==> config.mk <==
export PLATFORM = sky130hd
export DESIGN_NAME = encoder_velocity_spike_filter_top
export DESIGN_NICKNAME = d
export VERILOG_FILES = /design/src/rtl/evsf_pkg.sv /design/src/rtl/evsf_chan_filter.sv /design/src/rtl/evsf_rpm_scale.sv /design/src/rtl/encoder_velocity_spike_filter_top.sv
export SDC_FILE = /design/constraint.sdc
export NUM_CORES = 2
export LEC_CHECK = 0
export BUFFER_PORTS_ARGS = -buffer_cell sky130_fd_sc_hd__buf_2
export CORE_ASPECT_RATIO = 1.4
export CORE_MARGIN = 10
export CORE_UTILIZATION = 59
export CTS_CLUSTER_SIZE = 8
export DETAILED_ROUTE_END_ITERATION = 8
export GPL_TIMING_DRIVEN = 0
export PLACE_DENSITY = 0.79
export SETUP_SLACK_MARGIN = 0.02
export SYNTH_ARGS = -nofsm -noshare
export SYNTH_HDL_FRONTEND = slang
export SYNTH_SLANG_ARGS = --single-unit
==> constraint.sdc <==
create_clock -name i_clk -period 12.5 [get_ports i_clk]
set_clock_uncertainty 0.05 [all_clocks]
set_input_delay 1.875 -clock i_clk [delete_from_list [all_inputs] [get_ports i_clk]]
set_output_delay 1.875 -clock i_clk [all_outputs]
set_load 0.01 [all_outputs]
==> src/rtl/evsf_pkg.sv <==
// Shared types and constants for the encoder velocity spike filter.
`timescale 1ns / 1ps
`default_nettype none

package evsf_pkg;

    localparam int COUNT_W = 32;
    localparam int DELTA_W = 16;
    localparam int LIMIT_W = 15;
    localparam int SCALE_W = 32;
    localparam int RPM_W   = 32;
    localparam int CFG_IDX_W  = 1;
    localparam int CFG_DATA_W = 32;

    localparam logic [CFG_IDX_W-1:0] CFG_SPIKE_LIMIT = 1'b0;
    localparam logic [CFG_IDX_W-1:0] CFG_RPM_SCALE   = 1'b1;

    localparam logic REQ_TICK  = 1'b0;
    localparam logic REQ_CLEAR = 1'b1;

    localparam logic [LIMIT_W-1:0] RESET_SPIKE_LIMIT = 15'd75;
    localparam logic [SCALE_W-1:0] RESET_RPM_SCALE   = 32'd65536;

    typedef struct packed {
        logic adv;
        logic clr;
    } t_flt_ctl;

endpackage

`default_nettype wire

==> src/rtl/evsf_chan_filter.sv <==
// One channel: wrapping count difference, spike rejection and history.
`timescale 1ns / 1ps
`default_nettype none

module evsf_chan_filter
    import evsf_pkg::*;
(
    input  wire                        i_clk,
    input  wire                        i_rst_n,
    input  t_flt_ctl                   i_ctl,
    input  wire  [LIMIT_W-1:0]         i_limit,
    input  wire  [COUNT_W-1:0]         i_count,
    output logic signed [DELTA_W-1:0]  o_delta
);

    logic [COUNT_W-1:0]        r_prev_count;
    logic signed [DELTA_W-1:0] r_prev_delta;
    logic [COUNT_W-1:0]        w_diff;
    logic [COUNT_W-1:0]        w_mag;
    logic                      w_spike;
    logic signed [DELTA_W-1:0] n_delta;

    always_comb begin
        w_diff  = i_count - r_prev_count;
        w_mag   = w_diff[COUNT_W-1] ? (COUNT_W'(0) - w_diff) : w_diff;
        w_spike = w_mag > {{(COUNT_W-LIMIT_W){1'b0}}, i_limit};
        if (i_ctl.clr) begin
            n_delta = '0;
        end else if (w_spike) begin
            n_delta = r_prev_delta;
        end else begin
            n_delta = w_diff[DELTA_W-1:0];
        end
    end

    assign o_delta = n_delta;

    always_ff @(posedge i_clk) begin
        if (!i_rst_n) begin
            r_prev_count <= '0;
            r_prev_delta <= '0;
        end else if (i_ctl.adv) begin
            r_prev_count <= i_ctl.clr ? '0 : i_count;
            r_prev_delta <= n_delta;
        end
    end

endmodule

`default_nettype wire

==> src/rtl/evsf_rpm_scale.sv <==
// Three-stage delta times Q16.16 scale, round to Q24.8 and saturate.
`timescale 1ns / 1ps
`default_nettype none

module evsf_rpm_scale
    import evsf_pkg::*;
(
    input  wire                        i_clk,
    input  wire                        i_en,
    input  wire  signed [DELTA_W-1:0]  i_delta,
    input  wire  [SCALE_W-1:0]         i_scale,
    output logic [RPM_W-1:0]           o_rpm
);

    localparam int MAG_W  = DELTA_W - 1;
    localparam int PROD_W = MAG_W + SCALE_W;
    localparam int Q_W    = PROD_W + 1 - 8;

    logic [DELTA_W-1:0] w_neg_delta;
    logic [MAG_W-1:0]   w_mag;
    logic [PROD_W:0]    w_sum;
    logic [Q_W-1:0]     w_q;
    logic               w_pos_ovf;
    logic               w_neg_ovf;
    logic [RPM_W-1:0]   n_rpm;

    logic [PROD_W-1:0]  r_prod;
    logic               r_neg1;
    logic [Q_W-1:0]     r_q;
    logic               r_neg2;
    logic [RPM_W-1:0]   r_rpm;

    always_comb begin
        w_neg_delta = DELTA_W'(0) - i_delta;
        w_mag       = i_delta[DELTA_W-1] ? w_neg_delta[MAG_W-1:0] : i_delta[MAG_W-1:0];
        w_sum       = {1'b0, r_prod} + (PROD_W+1)'(128);
        w_q         = w_sum[PROD_W:8];
        w_pos_ovf   = |r_q[Q_W-1:RPM_W-1];
        w_neg_ovf   = (|r_q[Q_W-1:RPM_W]) || (r_q[RPM_W-1] && (|r_q[RPM_W-2:0]));
        if (r_neg2) begin
            n_rpm = w_neg_ovf ? {1'b1, {(RPM_W-1){1'b0}}} : (RPM_W'(0) - r_q[RPM_W-1:0]);
        end else begin
            n_rpm = w_pos_ovf ? {1'b0, {(RPM_W-1){1'b1}}} : r_q[RPM_W-1:0];
        end
    end

    always_ff @(posedge i_clk) begin
        if (i_en) begin
            r_prod <= PROD_W'(w_mag) * PROD_W'(i_scale);
            r_neg1 <= i_delta[DELTA_W-1];
            r_q    <= w_q;
            r_neg2 <= r_neg1;
            r_rpm  <= n_rpm;
        end
    end

    assign o_rpm = r_rpm;

endmodule

`default_nettype wire

==> src/rtl/encoder_velocity_spike_filter_top.sv <==
// Top level: stream ports, configuration registers and stage control.
//
//  port group    dir  payload
//  s_axis        in   tdata {right_count, left_count}, tuser {req_type}
//  m_axis        out  tdata {right_rpm, left_rpm, right_delta, left_delta}
//  i_cfg         in   index 0 spike_limit, index 1 rpm_scale
//
//  One item per cycle while no result is held; five register stages (input,
//  delta, product, round, result) lie between the transfer and the result.
//  The multiplier stage per channel sets the depth.
//  Synchronous active-low reset clears counts, history and valid bits.
//  A held result freezes every stage; s_axis_tready drops with it.
`timescale 1ns / 1ps
`default_nettype none

module encoder_velocity_spike_filter_top
    import evsf_pkg::*;
(
    input  wire                     i_clk,
    input  wire                     i_rst_n,
    input  wire                     s_axis_tvalid,
    output logic                    s_axis_tready,
    input  wire  [63:0]             s_axis_tdata,   // left_count, right_count
    input  wire  [0:0]              s_axis_tuser,   // req_type
    output logic                    m_axis_tvalid,
    input  wire                     m_axis_tready,
    output logic [95:0]             m_axis_tdata,   // left_delta, right_delta, left_rpm, right_rpm
    input  wire                     i_cfg_we,
    input  wire  [CFG_IDX_W-1:0]    i_cfg_addr,
    input  wire  [CFG_DATA_W-1:0]   i_cfg_data
);

    logic                      w_adv;
    t_flt_ctl                  w_ctl;

    logic [LIMIT_W-1:0]        r_spike_limit;
    logic [SCALE_W-1:0]        r_rpm_scale;

    logic                      r_in_valid;
    logic                      r_in_clr;
    logic [COUNT_W-1:0]        r_in_left;
    logic [COUNT_W-1:0]        r_in_right;

    logic signed [DELTA_W-1:0] w_ld;
    logic signed [DELTA_W-1:0] w_rd;

    logic                      r_d_valid;
    logic signed [DELTA_W-1:0] r_d_left;
    logic signed [DELTA_W-1:0] r_d_right;
    logic                      r_p_valid;
    logic signed [DELTA_W-1:0] r_p_left;
    logic signed [DELTA_W-1:0] r_p_right;
    logic                      r_q_valid;
    logic signed [DELTA_W-1:0] r_q_left;
    logic signed [DELTA_W-1:0] r_q_right;
    logic                      r_o_valid;
    logic signed [DELTA_W-1:0] r_o_left;
    logic signed [DELTA_W-1:0] r_o_right;

    logic [RPM_W-1:0]          w_lrpm;
    logic [RPM_W-1:0]          w_rrpm;

    assign w_adv         = !r_o_valid || m_axis_tready;
    assign s_axis_tready = w_adv;
    assign w_ctl.adv     = w_adv && r_in_valid;
    assign w_ctl.clr     = r_in_clr;

    always_ff @(posedge i_clk) begin
        if (!i_rst_n) begin
            r_spike_limit <= RESET_SPIKE_LIMIT;
            r_rpm_scale   <= RESET_RPM_SCALE;
        end else if (i_cfg_we) begin
            case (i_cfg_addr)
                CFG_SPIKE_LIMIT: r_spike_limit <= i_cfg_data[LIMIT_W-1:0];
                CFG_RPM_SCALE:   r_rpm_scale   <= i_cfg_data[SCALE_W-1:0];
                default:         r_rpm_scale   <= r_rpm_scale;
            endcase
        end
    end

    always_ff @(posedge i_clk) begin
        if (!i_rst_n) begin
            r_in_valid <= 1'b0;
            r_d_valid  <= 1'b0;
            r_p_valid  <= 1'b0;
            r_q_valid  <= 1'b0;
            r_o_valid  <= 1'b0;
        end else if (w_adv) begin
            r_in_valid <= s_axis_tvalid;
            r_d_valid  <= r_in_valid;
            r_p_valid  <= r_d_valid;
            r_q_valid  <= r_p_valid;
            r_o_valid  <= r_q_valid;
        end
    end

    always_ff @(posedge i_clk) begin
        if (w_adv) begin
            r_in_clr   <= (s_axis_tuser[0] == REQ_CLEAR);
            r_in_left  <= s_axis_tdata[COUNT_W-1:0];
            r_in_right <= s_axis_tdata[2*COUNT_W-1:COUNT_W];
            r_d_left   <= w_ld;
            r_d_right  <= w_rd;
            r_p_left   <= r_d_left;
            r_p_right  <= r_d_right;
            r_q_left   <= r_p_left;
            r_q_right  <= r_p_right;
            r_o_left   <= r_q_left;
            r_o_right  <= r_q_right;
        end
    end

    evsf_chan_filter u_flt_left (
        .i_clk   (i_clk),
        .i_rst_n (i_rst_n),
        .i_ctl   (w_ctl),
        .i_limit (r_spike_limit),
        .i_count (r_in_left),
        .o_delta (w_ld)
    );

    evsf_chan_filter u_flt_right (
        .i_clk   (i_clk),
        .i_rst_n (i_rst_n),
        .i_ctl   (w_ctl),
        .i_limit (r_spike_limit),
        .i_count (r_in_right),
        .o_delta (w_rd)
    );

    evsf_rpm_scale u_rpm_left (
        .i_clk   (i_clk),
        .i_en    (w_adv),
        .i_delta (r_d_left),
        .i_scale (r_rpm_scale),
        .o_rpm   (w_lrpm)
    );

    evsf_rpm_scale u_rpm_right (
        .i_clk   (i_clk),
        .i_en    (w_adv),
        .i_delta (r_d_right),
        .i_scale (r_rpm_scale),
        .o_rpm   (w_rrpm)
    );

    assign m_axis_tvalid = r_o_valid;
    assign m_axis_tdata  = {w_rrpm, w_lrpm, r_o_right, r_o_left};

    a_clear_zeros: assert property (@(posedge i_clk) disable iff (!i_rst_n)
        (w_adv && r_in_valid && r_in_clr) |=> (r_d_valid && r_d_left == 0 && r_d_right == 0))
        else $error("clear transfer did not give zero deltas");

    a_delta_range: assert property (@(posedge i_clk) disable iff (!i_rst_n)
        r_d_valid |-> (r_d_left != 16'sh8000 && r_d_right != 16'sh8000))
        else $error("filtered delta out of range");

    a_zero_rpm: assert property (@(posedge i_clk) disable iff (!i_rst_n)
        (r_o_valid && r_o_left == 0) |-> (w_lrpm == 0))
        else $error("zero left delta gave nonzero speed");

    a_rpm_sign: assert property (@(posedge i_clk) disable iff (!i_rst_n)
        (r_o_valid && w_rrpm[RPM_W-1]) |-> r_o_right[DELTA_W-1])
        else $error("right speed sign disagrees with delta");

endmodule

`default_nettype wire

==> results.md <==
* H-tree depth at 3
* Commonest non-fill, non-tap cells in the layout: inv_1, nand2_1, fa_1
* Cell mode on critical path: fa_1
* Switching Fraction at 0.298
* Min cycle time layout at 11400 ps
* Number of global-route vias before repair at 47960
* First-pass GRT wire length at 265000 um
* Fillcell total at 8030
* Fin crit share at 0.912
* Cts repair resizes at 0
* Core area at 0.0980 sq mm
* Row Count at 136
* Hold Slack at 352 ps
* Slowest-stage cell, CP: xnor2_1
* Fmax at 0.0877 GHz
* Multi-input logic area at 0.0380 sq mm
* Routed WL at 173000 um
* I/O Buffers at 200
* Cell count after synthesis at 6126
* Placed cell count at 7647
* Prevailing post-synth register cell: edfxtp_1
* Setup Fix Bufs, Post-CTS at 0
* Gate power share at 0.191
* Num CTS Buffers at 81
* Global Route Usage Sum at 0.310
* Starting density of the core at 0.592
* Maximum VDD drop at 0.000145 V
* Worst slew pin tran at 1420 ps
* Avg Synthesized Cell Area at 9.48 sq um
* Vias per inst at 5.97
* Post-Synthesis Cell Area at 0.0581 sq mm
* Clock buffer depth at 3
* Register area share after synthesis at 0.267
* Die Y at 391 um
* Nets at 7614
* CP required at 12920 ps
* Vias at 46576
* RePlAce Congestion at 1.01
* Max-cap violations at 0
* Clock Power Share at 0.399
* Crit path from: r_d_right[0]
* Post-DRT Antenna Nets at 0
* Crit end category: flop
* Seq cells post-synth at 565
* Post-synth EDFFs at 417
* Slew Limit Fails at 0
* TritonCTS Sinks at 565
* Die area at 0.112 sq mm
* I/O pin count at 201
* Int Power at 3700 uW
* Initial antenna violation count at 12
* Iteration-0 DRC Markers at 3711
* Net switching power at 1570 uW
* Largest net degree at the start of global routing at 49
* Status: finished, final reports clean
* Setup TNS Final at 0 ps
* Share of cells above drive strength 1 at 0.0540
* Reg-to-Reg Start: r_d_right[0]
* Reg power frac at 0.410
* Syn_nets at 7321
* CTS tree: done
* Hold Startpoint: r_p_left[2]
* Post-synthesis cell type count at 99
* FF+latch area at 0.0155 sq mm
* Cts hold-fix bufs at 0
* Final setup viols at 0
* Drt drc at 0
* Crit-path max FO at 10
* Clock latency on the worst-skew pair at 700 ps
* Critical Path Start Type: flop
* Clk root buf: clkbuf_16
* CTS clock-pin slew for the worst setup and hold paths at 60 ps
* Fin util at 0.646
* DR WL/cell at 22.2 um
* Hold WC Path Type: reg2reg
* RSZ-0062 raised after global routing: false
* Yosys warns at 0
* Fraction of registers with async set/reset at 0
* Pleak at 0.0284 uW
* Die W at 285 um
* GR Overflow Total at 0
* DR pass1 iterations at 7
* Commonest non-fill, non-tap cell in the layout: inv_1
* Pwr/cell area at 83.2 mW/mm^2
* Layout Area Growth over Synthesis at 9.03%
* Post-DP HPWL at 138000 um
* Slowest stage delay, CP at 1100 ps
* Final count of hold timing violations at 0
* Crit Path Class: reg2reg
* Final cell count without fillers at 7797
* WP data arrival at 11830 ps
* Max_slew headroom at 0.0484
-- power by group through the flow --
stage	clock network [uW]	logic [uW]	registers, uW
after detailed placement	0	974	2190
after global routing	2210	1090	2160
after CTS	2130	981	2160
after global placement	0	956	2190
final	2100	1010	2160
after floorplan	0	626	2210
-- flip-flops by register name, indices dropped and copies added (netlist names), 40 cells and up --
name and cells:
u_rpm_left.r_prod 40, u_rpm_left.r_q 40, u_rpm_right.r_prod 40, u_rpm_right.r_q 40
-- layer usage --
metal,part of all wire,vias to the layer above,global-route usage
li1,-,20561,-
met1,0.33,22834,0.322
met2,0.48,2308,0.517
met3,0.094,863,0.0908
met4,0.097,10,0.254
met5,0.00036,-,0
-- cell families (layout without fill, tap and decap cells) --
group           count (synthesis)  after routing  share of synthesized area
compound gates                847            847                     0.0936
xor+xnor                      241            241                     0.0365
fa+ha+maj                    1092           1092                      0.336
buf+inv                      1208           1562                     0.0788
flops                         565            565                      0.267
mux                            32             32                    0.00560
other cells                     0              6                          0
simple gates                 2141           2141                      0.183
-- worst max-delay path: cells and delay by family, from the launching register on --
family	cells	cell delay [ps]
adders and majority gates	8	3250
AOI/OAI and AO/OA	5	2040
and+or+nand+nor	9	1960
buffers and inverters	7	1760
xor gates and xnor gates	1	1100
DFF	1	1000
-- path summary, 6_finish.rpt --
path              cells after the start                endpoint  slack (ps)
setup / recovery                     30  u_rpm_right.r_prod[46]        1100
hold / removal                        0             r_q_left[2]         350
setup reg to reg                     30  u_rpm_right.r_prod[46]        1100
hold reg to reg                       0             r_q_left[2]         350
-- final cells by class --
cell class / count / area share
clock buffer: 137 / 0.0363
clock inverter: 7 / 0.00119
multi-input combinational: 4353 / 0.600
antenna: 6 / 0.000237
tap: 1311 / 0.0259
buffer: 326 / 0.0200
timing repair buffer: 210 / 0.0190
inverter: 882 / 0.0524
sequential: 565 / 0.245
-- synthesized netlist by cell type (78+ instances only) --
master    count  area share
a21oi_1     279       0.024
and2_1      367       0.040
clkbuf_1    309       0.020
dfxtp_1     148       0.051
edfxtp_1    417        0.22
fa_1        776        0.27
ha_1        316       0.068
inv_1       881       0.057
nand2_1     859       0.056
nand3_1      99      0.0085
nor2_1      259       0.017
nor2b_1     119       0.013
nor3_1       78      0.0067
nor3b_1      80       0.010
o21ai_0     190       0.016
xnor2_1     173       0.026
-- stage by stage --
step	setup WS [ps]	total power (uW)	instance area (sq um)
after floorplan	2870	2830	58100
after global placement	-2170	3150	60700
after detailed placement	1510	3170	60900
after CTS	1440	5270	63300
after global routing	672	5460	63300
final	1100	5260	63300
No activity file was read; power rests on OpenSTA's default activity.
